<file path="src/rtl/fir20_pkg.sv">
`default_nettype none
package fir20_pkg;

	localparam int TAPS        = 20;
	localparam int SAMPLE_BITS = 16;
	localparam int COEF_BITS   = 16;
	localparam int COEF_REGS   = 5;
	localparam int COEFS_PER_REG = 4;
	localparam int REG_BITS    = COEF_BITS * COEFS_PER_REG;
	localparam int FRAC_SHIFT  = 15;

	localparam int CFG_ADDR_BITS = $clog2(COEF_REGS);
	localparam int TAP_BITS      = $clog2(TAPS);
	localparam int PROD_BITS     = SAMPLE_BITS + COEF_BITS;
	localparam int ACC_BITS      = PROD_BITS + $clog2(TAPS);
	localparam int SHIFT_BITS    = ACC_BITS - FRAC_SHIFT;

	typedef enum logic [1:0] {
		ST_IDLE,
		ST_MAC,
		ST_DRAIN,
		ST_RESULT
	} state_t;

	typedef struct packed {
		logic                load;
		logic                mul_en;
		logic                acc_en;
		logic                out_load;
		logic [TAP_BITS-1:0] tap;
	} cmd_t;

endpackage
`default_nettype wire

</file>
<file path="src/rtl/fir20_ctrl.sv">
`default_nettype none
module fir20_ctrl (
	input  wire logic            clk,
	input  wire logic            arst_n,
	input  wire logic            s_tvalid,
	output logic                 s_tready,
	output logic                 m_tvalid,
	input  wire logic            m_tready,
	output fir20_pkg::cmd_t      cmd
);

	localparam logic [fir20_pkg::TAP_BITS-1:0] LAST_TAP =
		fir20_pkg::TAP_BITS'(fir20_pkg::TAPS - 1);

	fir20_pkg::state_t state_q, state_d;
	logic [fir20_pkg::TAP_BITS-1:0] tap_q;
	logic out_valid_q;
	logic accept;

	assign accept = s_tvalid && s_tready;

	always_comb begin
		state_d = state_q;
		case (state_q)
			fir20_pkg::ST_IDLE: begin
				if (s_tvalid) state_d = fir20_pkg::ST_MAC;
			end
			fir20_pkg::ST_MAC: begin
				if (tap_q == LAST_TAP) state_d = fir20_pkg::ST_DRAIN;
			end
			fir20_pkg::ST_DRAIN: begin
				state_d = fir20_pkg::ST_RESULT;
			end
			fir20_pkg::ST_RESULT: begin
				if (!out_valid_q || m_tready) state_d = fir20_pkg::ST_IDLE;
			end
			default: begin
				state_d = fir20_pkg::ST_IDLE;
			end
		endcase
	end

	always_comb begin
		s_tready     = 1'b0;
		cmd.load     = 1'b0;
		cmd.mul_en   = 1'b0;
		cmd.acc_en   = 1'b0;
		cmd.out_load = 1'b0;
		cmd.tap      = tap_q;
		case (state_q)
			fir20_pkg::ST_IDLE: begin
				s_tready = 1'b1;
				cmd.load = s_tvalid;
			end
			fir20_pkg::ST_MAC: begin
				cmd.mul_en = 1'b1;
				// the product of the previous tap is registered in prod_s1 and summed here
				cmd.acc_en = (tap_q != '0);
			end
			fir20_pkg::ST_DRAIN: begin
				cmd.acc_en = 1'b1;
			end
			fir20_pkg::ST_RESULT: begin
				cmd.out_load = !out_valid_q || m_tready;
			end
			default: begin
				s_tready = 1'b0;
			end
		endcase
	end

	always_ff @(posedge clk or negedge arst_n) begin
		if (!arst_n) begin
			state_q     <= fir20_pkg::ST_IDLE;
			tap_q       <= '0;
			out_valid_q <= 1'b0;
		end else begin
			state_q <= state_d;
			if (accept) tap_q <= '0;
			else if (cmd.mul_en && tap_q != LAST_TAP) tap_q <= tap_q + 1'b1;
			if (cmd.out_load) out_valid_q <= 1'b1;
			else if (m_tready) out_valid_q <= 1'b0;
		end
	end

	assign m_tvalid = out_valid_q;

endmodule
`default_nettype wire

</file>
<file path="src/rtl/fir20_dp.sv">
`default_nettype none
module fir20_dp (
	input  wire logic                                  clk,
	input  wire logic                                  arst_n,
	input  wire logic                                  cfg_we,
	input  wire logic [fir20_pkg::CFG_ADDR_BITS-1:0]   cfg_addr,
	input  wire logic [fir20_pkg::REG_BITS-1:0]        cfg_data,
	input  wire logic [fir20_pkg::SAMPLE_BITS-1:0]     sample_in,
	input  wire logic                                  buffer_end,
	input  wire fir20_pkg::cmd_t                       cmd,
	output logic [fir20_pkg::SAMPLE_BITS-1:0]          sample_out,
	output logic                                       buffer_end_out
);

	localparam int SB = fir20_pkg::SAMPLE_BITS;
	localparam int CB = fir20_pkg::COEF_BITS;
	localparam logic signed [fir20_pkg::SHIFT_BITS-1:0] SAT_HI =
		fir20_pkg::SHIFT_BITS'((64'sd1 <<< (SB - 1)) - 64'sd1);
	localparam logic signed [fir20_pkg::SHIFT_BITS-1:0] SAT_LO =
		fir20_pkg::SHIFT_BITS'(-(64'sd1 <<< (SB - 1)));
	localparam logic signed [fir20_pkg::ACC_BITS-1:0] ROUND_HALF =
		fir20_pkg::ACC_BITS'(64'sd1 <<< (fir20_pkg::FRAC_SHIFT - 1));

	logic [fir20_pkg::REG_BITS-1:0]               coef_q [fir20_pkg::COEF_REGS];
	logic signed [CB-1:0]                         coef_tap [fir20_pkg::TAPS];
	logic signed [SB-1:0]                         line_q [fir20_pkg::TAPS];
	logic                                         last_q;
	logic signed [fir20_pkg::PROD_BITS-1:0]       prod_s1;
	logic signed [fir20_pkg::ACC_BITS-1:0]        acc_q;
	logic signed [fir20_pkg::ACC_BITS-1:0]        rounded;
	logic signed [fir20_pkg::SHIFT_BITS-1:0]      shifted;
	logic signed [SB-1:0]                         sat;
	logic [SB-1:0]                                out_data_q;
	logic                                         out_last_q;

	always_ff @(posedge clk or negedge arst_n) begin
		if (!arst_n) begin
			for (int i = 0; i < fir20_pkg::COEF_REGS; i++) coef_q[i] <= '0;
		end else if (cfg_we) begin
			// indexes past the last register drop the write
			for (int i = 0; i < fir20_pkg::COEF_REGS; i++)
				if (cfg_addr == fir20_pkg::CFG_ADDR_BITS'(i)) coef_q[i] <= cfg_data;
		end
	end

	for (genvar t = 0; t < fir20_pkg::TAPS; t++) begin : g_coef
		if (t / fir20_pkg::COEFS_PER_REG < fir20_pkg::COEF_REGS) begin : g_reg
			assign coef_tap[t] = coef_q[t / fir20_pkg::COEFS_PER_REG]
				[(t % fir20_pkg::COEFS_PER_REG) * CB +: CB];
		end else begin : g_zero
			assign coef_tap[t] = '0;
		end
	end

	// entry 0 holds the newest sample once it is taken in
	always_ff @(posedge clk or negedge arst_n) begin
		if (!arst_n) begin
			for (int i = 0; i < fir20_pkg::TAPS; i++) line_q[i] <= '0;
		end else if (cmd.load) begin
			line_q[0] <= sample_in;
			for (int i = 1; i < fir20_pkg::TAPS; i++) line_q[i] <= line_q[i-1];
		end
	end

	always_ff @(posedge clk) begin
		if (cmd.load) last_q <= buffer_end;
		if (cmd.mul_en) prod_s1 <= coef_tap[cmd.tap] * line_q[cmd.tap];
		if (cmd.load) acc_q <= '0;
		else if (cmd.acc_en) acc_q <= acc_q + fir20_pkg::ACC_BITS'(prod_s1);
		if (cmd.out_load) begin
			out_data_q <= sat;
			out_last_q <= last_q;
		end
	end

	always_comb begin
		rounded = acc_q + ROUND_HALF;
		shifted = fir20_pkg::SHIFT_BITS'(rounded >>> fir20_pkg::FRAC_SHIFT);
		if (shifted > SAT_HI) sat = SB'(SAT_HI);
		else if (shifted < SAT_LO) sat = SB'(SAT_LO);
		else sat = SB'(shifted);
	end

	assign sample_out     = out_data_q;
	assign buffer_end_out = out_last_q;

endmodule
`default_nettype wire

</file>
<file path="src/rtl/fir_filter_twenty_tap.sv">
// Twenty-tap direct-form FIR filter for a stream of 16-bit audio samples.
// Input stream (s_*): tdata carries one signed Q1.15 sample, tlast marks
// the last sample of a software buffer and is passed to m_tlast unchanged.
// Output stream (m_*): tdata carries the filtered sample, rounded half up,
// shifted right by 15 and saturated to 16 bits; one output word per input.
// Coefficients: five 64-bit registers written over cfg_we/cfg_addr/cfg_data,
// four signed Q1.15 taps each, lowest tap in the low bits; write them only
// while the filter is idle. Writes to indexes 5 and up are ignored.
// Timing: one shared 16x16 multiplier walks the twenty taps, one per cycle.
// A word is taken in ST_IDLE; ST_MAC then walks the taps, ST_DRAIN adds the last
// product and ST_RESULT loads the output register, which raises m_tvalid. The
// next word is taken only once the block is back in ST_IDLE, not during a run.
// The output register decouples the sides: the next word is accepted while
// a result waits; if the receiver stalls longer, the block holds the new
// result internally and stops taking words until the output frees up.
// Reset clears coefficients, the delay line and all handshake state.
`default_nettype none
module fir_filter_twenty_tap (
	input  wire logic                                 clk,
	input  wire logic                                 arst_n,
	input  wire logic                                 cfg_we,
	input  wire logic [fir20_pkg::CFG_ADDR_BITS-1:0]  cfg_addr,
	input  wire logic [fir20_pkg::REG_BITS-1:0]       cfg_data,
	input  wire logic                                 s_tvalid,
	output logic                                      s_tready,
	input  wire logic [fir20_pkg::SAMPLE_BITS-1:0]    s_tdata,  // [15:0] sample_in
	input  wire logic                                 s_tlast,
	output logic                                      m_tvalid,
	input  wire logic                                 m_tready,
	output logic [fir20_pkg::SAMPLE_BITS-1:0]         m_tdata,  // [15:0] sample_out
	output logic                                      m_tlast
);

	fir20_pkg::cmd_t cmd;

	fir20_ctrl u_ctrl (
		.clk      (clk),
		.arst_n   (arst_n),
		.s_tvalid (s_tvalid),
		.s_tready (s_tready),
		.m_tvalid (m_tvalid),
		.m_tready (m_tready),
		.cmd      (cmd)
	);

	fir20_dp u_dp (
		.clk            (clk),
		.arst_n         (arst_n),
		.cfg_we         (cfg_we),
		.cfg_addr       (cfg_addr),
		.cfg_data       (cfg_data),
		.sample_in      (s_tdata),
		.buffer_end     (s_tlast),
		.cmd            (cmd),
		.sample_out     (m_tdata),
		.buffer_end_out (m_tlast)
	);

endmodule
`default_nettype wire

</file>
<file path="config.mk">
export PLATFORM = sky130hd
export DESIGN_NAME = fir_filter_twenty_tap
export DESIGN_NICKNAME = d
export VERILOG_FILES = /design/src/rtl/fir20_pkg.sv /design/src/rtl/fir20_ctrl.sv /design/src/rtl/fir20_dp.sv /design/src/rtl/fir_filter_twenty_tap.sv
export SDC_FILE = /design/constraint.sdc
export NUM_CORES = 2
export LEC_CHECK = 0
export BUFFER_PORTS_ARGS = -buffer_cell sky130_fd_sc_hd__buf_4
export CAP_MARGIN = 20
export CELL_PAD_IN_SITES_DETAIL_PLACEMENT = 2
export CELL_PAD_IN_SITES_GLOBAL_PLACEMENT = 2
export CORE_MARGIN = 1.5
export CORE_UTILIZATION = 43
export DETAILED_ROUTE_END_ITERATION = 8
export PLACE_DENSITY_LB_ADDON = 0.1
export SYNTH_ARGS = -nofsm -noshare
export SYNTH_HDL_FRONTEND = slang
export SYNTH_SLANG_ARGS = --single-unit
export TNS_END_PERCENT = 1
</file>
<file path="constraint.sdc">
create_clock -name clk -period 10.65 [get_ports clk]
set_clock_uncertainty 0.15 [all_clocks]
set_input_delay 1.065 -clock clk [delete_from_list [all_inputs] [get_ports clk]]
set_output_delay 1.065 -clock clk [all_outputs]
set_load 0.02 [all_outputs]
</file>
Word-level counts from Yosys, hierarchy flattened
Index checks and enable logic that the tools add are counted.
W data, S select, Z words.
{"block": "classes", "n_addsub": 3, "shift": 0, "order_cmp": 3, "n_mul": 1, "bitwise_logic": 1, "n_eq_ne": 12, "n_div": 0, "mux": 20, "n_reduce_logical": 15}
{"operator": "$bmux W16 S5", "n": 2}
{"operator": "$mux W16", "n": 5}
{"operator": "$add A37 B16 Y37 const B", "n": 1}
{"operator": "$add A37 B32 Y37", "n": 1}
{"operator": "$mul A16 B16 Y32", "n": 1}
{"operator": "$gt A22 B16 Y1 const B", "n": 1}
{"operator": "$lt A22 B16 Y1 const B", "n": 1}
{"operator": "$mux W5", "n": 2}
{"operator": "$reduce_and A2 Y1", "n": 5}
{"operator": "$pmux W2 S4", "n": 1}
{"operator": "$eq A3 B2 Y1 const B", "n": 2}
{"operator": "$ge A6 B6 Y1 const B", "n": 1}
{"operator": "$mux W1", "n": 6}
{"operator": "$mux W2", "n": 3}
{"operator": "$not A5 Y6", "n": 1}
{"operator": "$add A5 B1 Y5 const B", "n": 1}
{"operator": "$eq A5 B5 Y1 const B", "n": 1}
{"operator": "$ne A5 B5 Y1 const B", "n": 1}
{"operator": "$reduce_bool A5 Y1", "n": 1}
{"operator": "$eq A2 B2 Y1 const B", "n": 2}
{"operator": "$ne A2 B1 Y1 const B", "n": 2}
{"operator": "$reduce_bool A2 Y1", "n": 2}
{"operator": "$eq A3 B1 Y1 const B", "n": 1}
{"operator": "$eq A3 B3 Y1 const B", "n": 1}
{"operator": "9 further kinds", "n": 10}
{"block": "word_totals", "mem_bits_ro": 0, "ff_bits": 735, "ramBits": 0, "n_memories": 0, "elab_cells": 88, "latchBits": 0}

Depth between registers and ports, before layout
{"block": "depth", "word_depth": 5, "mapped_depth": 32, "ltp_nobuf": 27}

By module
From an unflattened synthesis, not the netlist that was laid out.
{"block": "unflattened", "hier_cells": 3353, "hier_area_um2": 43930.9}
{"module": "fir20_dp", "cells_each": 3301, "instances": 1, "seq_area_each_um2": 18257.5, "area_per_inst_um2": 43397.9}
{"module": "fir20_ctrl", "cells_each": 52, "instances": 1, "seq_area_each_um2": 200.2, "area_per_inst_um2": 533.0}

Worst setup path after synthesis
OpenSTA, ideal clock, no wires.
{"block": "synth_timing", "path_type": "reg2reg", "from": "register u_ctrl.tap_q[0] (netlist name)", "to": "register u_dp.prod_s1[28] (netlist name) (data pin)", "path_buffers": 4, "synth_period_minus_slack_ns": 7.676, "setup_ns": 0.271, "arrival_ns": 7.255, "path_stages_with_launch": 27, "path_slack_ns": 2.974, "required_time_ns": 10.229, "path_cell_list": "dfrtp_1 -> buf_2 -> buf_6 -> buf_2 -> mux4_2 -> mux4_2 -> a22oi_2 -> buf_2 -> nor2_1 -> fa_1 -> inv_1 -> fa_1 -> fa_1 -> inv_1 -> fa_1 -> fa_1 -> inv_1 -> fa_1 -> inv_1 -> ha_1 -> and4_1 -> nand3_1 -> a311oi_1 -> o211ai_1 -> a211o_1 -> mux2i_1 -> o2111ai_1"}
{"block": "synth_between", "elab_chain_cells": 5, "word_cells_on_any_way": 8, "cone_classes": "mul (1); mux (6); bitwise (1)"}
{"element": "start, declared", "line": "fir20_ctrl.sv:16", "text": "logic [fir20_pkg::TAP_BITS-1:0] tap_q;"}
{"element": "start signal, assigned", "line": "fir20_ctrl.sv:80", "text": "else if (cmd.mul_en && tap_q != LAST_TAP) tap_q <= tap_q + 1'b1;"}
{"element": "$not A5 Y6 (implied by the code) (*)", "line": "fir20_dp.sv:67", "text": "if (cmd.mul_en) prod_s1 <= coef_tap[cmd.tap] * line_q[cmd.tap];"}
{"element": "$bmux W16 S5", "line": "fir20_dp.sv:67"}
{"element": "$mux W16 (implied by the code) (2 in series)", "line": "fir20_dp.sv:67"}
{"element": "$mul A16 B16 Y32 (*)", "line": "fir20_dp.sv:67"}
{"element": "end signal, assigned", "line": "fir20_dp.sv:67"}
{"element": "end, declared", "line": "fir20_dp.sv:28", "text": "logic signed [fir20_pkg::PROD_BITS-1:0] prod_s1;"}
Mark *: on every way between the ends. The rest lies on a longest branch, timed or not. The select of a mux whose other input is x is not followed.
A chain may end at the register's enable or synchronous reset.

Worst setup path after layout
{"block": "layout_timing", "from": "register u_ctrl.tap_q[0] (netlist name)", "to": "register u_dp.prod_s1[30] (netlist name) (data pin)"}
Same word-level chain as after synthesis.

==> metrics.txt <==
post-layout worst setup margin=1010 ps; Worst Setup SP=u_ctrl.tap_q[0]; CP peak stage delay=990 ps; area of the multi-input gates=23,500 um^2; Setup Viol. Count Final=0; Final ANT Viol Nets=0; initial antenna violation count=1; most frequent cells in the layout=nand2_1, dfrtp_1, inv_1; Rows=117; CTS Hold Bufs=0; fin crit share=90.6%; critical path startpoint category=flop; crit-path max FO=35; reg-to-reg slack, setup=1010 ps; Clock Latency Late Sink=just under 700 ps; dpl ws=1000 ps; Post-synth EDFFs=50; Slew headroom=15.2%; Yosys reg bits=735; Synthesis Warnings=0; highest-delay cell along the critical path=dfrtp_4; Fin. Hold Viols=0; vias per cell=5.51; Worst-Margin Slew=1270 ps; crit-path most repeated cell=fa_1; # port buffers=107; Max Fclk=104 MHz; gr ovfl total=0; vias in the first global route=35,600; unrepaired setup endpoints after global routing=false; area grow syn2layout=11.6%; Max-Cap Viols=0; area share of the largest cell type after synthesis=36.7%; Floorplan Core Area=102,000 um^2; Mapped Nets=4,564; post-synth cell types=75; crit path cell chain=buf_4 > mux4_2 > mux4_2 > a22oi_2 > or2_2 > fa_1 > inv_1 > fa_1 > fa_1 > fa_1 > fa_1 > inv_1 > fa_1 > inv_1 > ha_1 > and4_1 > nand3_1 > a311oi_1 > o211ai_1 > a211o_1 > o311ai_0; setup bufs post-CTS=0; largest net degree at the start of global routing=157; DRC viols=0; Total GRT Usage=about a quarter; area leader, netlist=dfrtp_1; Starting Density=43.4%; die width=around 320 um; Main synth FF type=dfrtp_1; first-pass detailed-route iteration total=4; nets=4,609; clock-pin transition on the worst setup and hold timing paths=60 ps; Critical R2R Launch=u_ctrl.tap_q[0]; Via Count=30,700; post-layout min period=9640 ps; synthesized area=44,100 um^2; Synth Instances=~4,100; first-pass GRT wire length=between 200,000 and 250,000 um; critical path class=flop to flop; TritonCTS clock tree=yes; CP Capture Type=flop; Resized cells post-CTS=0; global placer's final weighted congestion=0.825; clock tree buffer depth=3; clock sink total=approximately 740; Setup TNS=0 ps; Syn Area/Cell=10.8 um^2; critical path required time=10,930 ps; DR WL/cell=23.2 um; Chip Height=323 um; Slew Limit Fails=0; share of cells above drive strength 1=20.4%; H-tree levels=3; Detailed Place HPWL=86,900 um; commonest non-fill, non-tap cell in the layout=nand2_1; asr flop ratio synth=88.2%; die area=105,000 um^2; root buf cell=clkbuf_16; CTS Buf Count=88; register area=around 18,000 um^2; sequential cell area fraction in the yosys report=between 40% and 50%; Critical Path AT=9930 ps; initial DRC count=1,692; Worst Hold Class=input port to async pin; status=finished clean; largest cells by area after synthesis=dfrtp_1, fa_1, nand2_1; wirelength, routed=129,000 um; IO Count=108; Fillers=10,200
-- critical path, delay by kind of cell (launching register included) --
kind                     cells  cell delay, ps
AND/OR/NAND/NOR              3             670
adder cells (fa/ha/maj)      7            3350
multiplexers                 2            1050
flip-flops                   1             990
buffers and inverters        4             860
AO/OA/AOI/OAI                5            2320
-- metal layers --
layer | GRT usage, % | vias to the layer above | part of all wire, %
li1 | - | 13600 | -
met1 | 32.9 | 16500 | 43
met2 | 45.8 | 420 | 52
met3 | 2.95 | 176 | 2.5
met4 | 6.40 | 0 | 2.3
met5 | 0 | - | 0
-- final timing paths --
path                                        to  cells past startpoint
max                           u_dp.prod_s1[30]                     21
min in group clk           u_dp.buffer_end_out                      0
max reg2reg                   u_dp.prod_s1[30]                     21
min reg2reg                u_dp.buffer_end_out                      0
min                           u_dp.coef_q[179]                      1
max in group asynchronous      u_dp.coef_q[38]                      3
-- synth_stat cells, types with 45 or more instances --
| master | n |
|---|---|
| nand2_1 | 1101 |
| dfrtp_1 | 648 |
| inv_1 | 344 |
| mux2_2 | 334 |
| fa_1 | 263 |
| nor2_1 | 223 |
| mux4_2 | 178 |
| clkbuf_1 | 139 |
| ha_1 | 125 |
| a21oi_1 | 80 |
| o21ai_0 | 66 |
| xnor2_1 | 51 |
| edfxtp_1 | 50 |
| buf_2 | 45 |
-- per-stage QoR --
stage	instances	util, %	area, um^2	hold slack, ps
4_1_cts	5571	48.4	49200	282
6_report	5572	48.4	49200	273
3_5_place_dp	5410	45.6	46400	277
3_3_place_gp	5410	45.6	46400	252
5_1_grt	5572	48.4	49200	287
2_1_floorplan	4087	-	44100	250
-- cell families after synthesis --
family | synth area share, %
and+or+nand+nor | 13.6
DFF | 41.8
buffers and inverters | 4.97
muxes | 18.1
adders and majority gates | 15.5
AOI/OAI and AO/OA | 4.65
xor gates and xnor gates | 1.43
-- area by class of cell --
class	count	area share, %
repair buffers	165	2.66
multi-input cells	2790	47.8
clock inverters	31	0.793
diodes	1	0.00508
inverters	352	2.70
well taps	1368	3.48
flip-flops and latches	735	37.5
clock buffers	130	5.04
-- registers in the layout (all words and copies together), names as in the netlist --
register / cells
u_dp.buffer_end_out: 1
u_dp.sample_out: 16
u_ctrl.m_tvalid: 1
u_ctrl.state_q: 2
u_ctrl.tap_q: 5
u_dp.line_q: 320
u_dp.last_q: 1
u_dp.coef_q: 320
u_dp.acc_q: 37
u_dp.prod_s1: 32
Power is not shown: default switching activity piles up to over one toggle a cycle in this logic, so the estimate is an artifact.
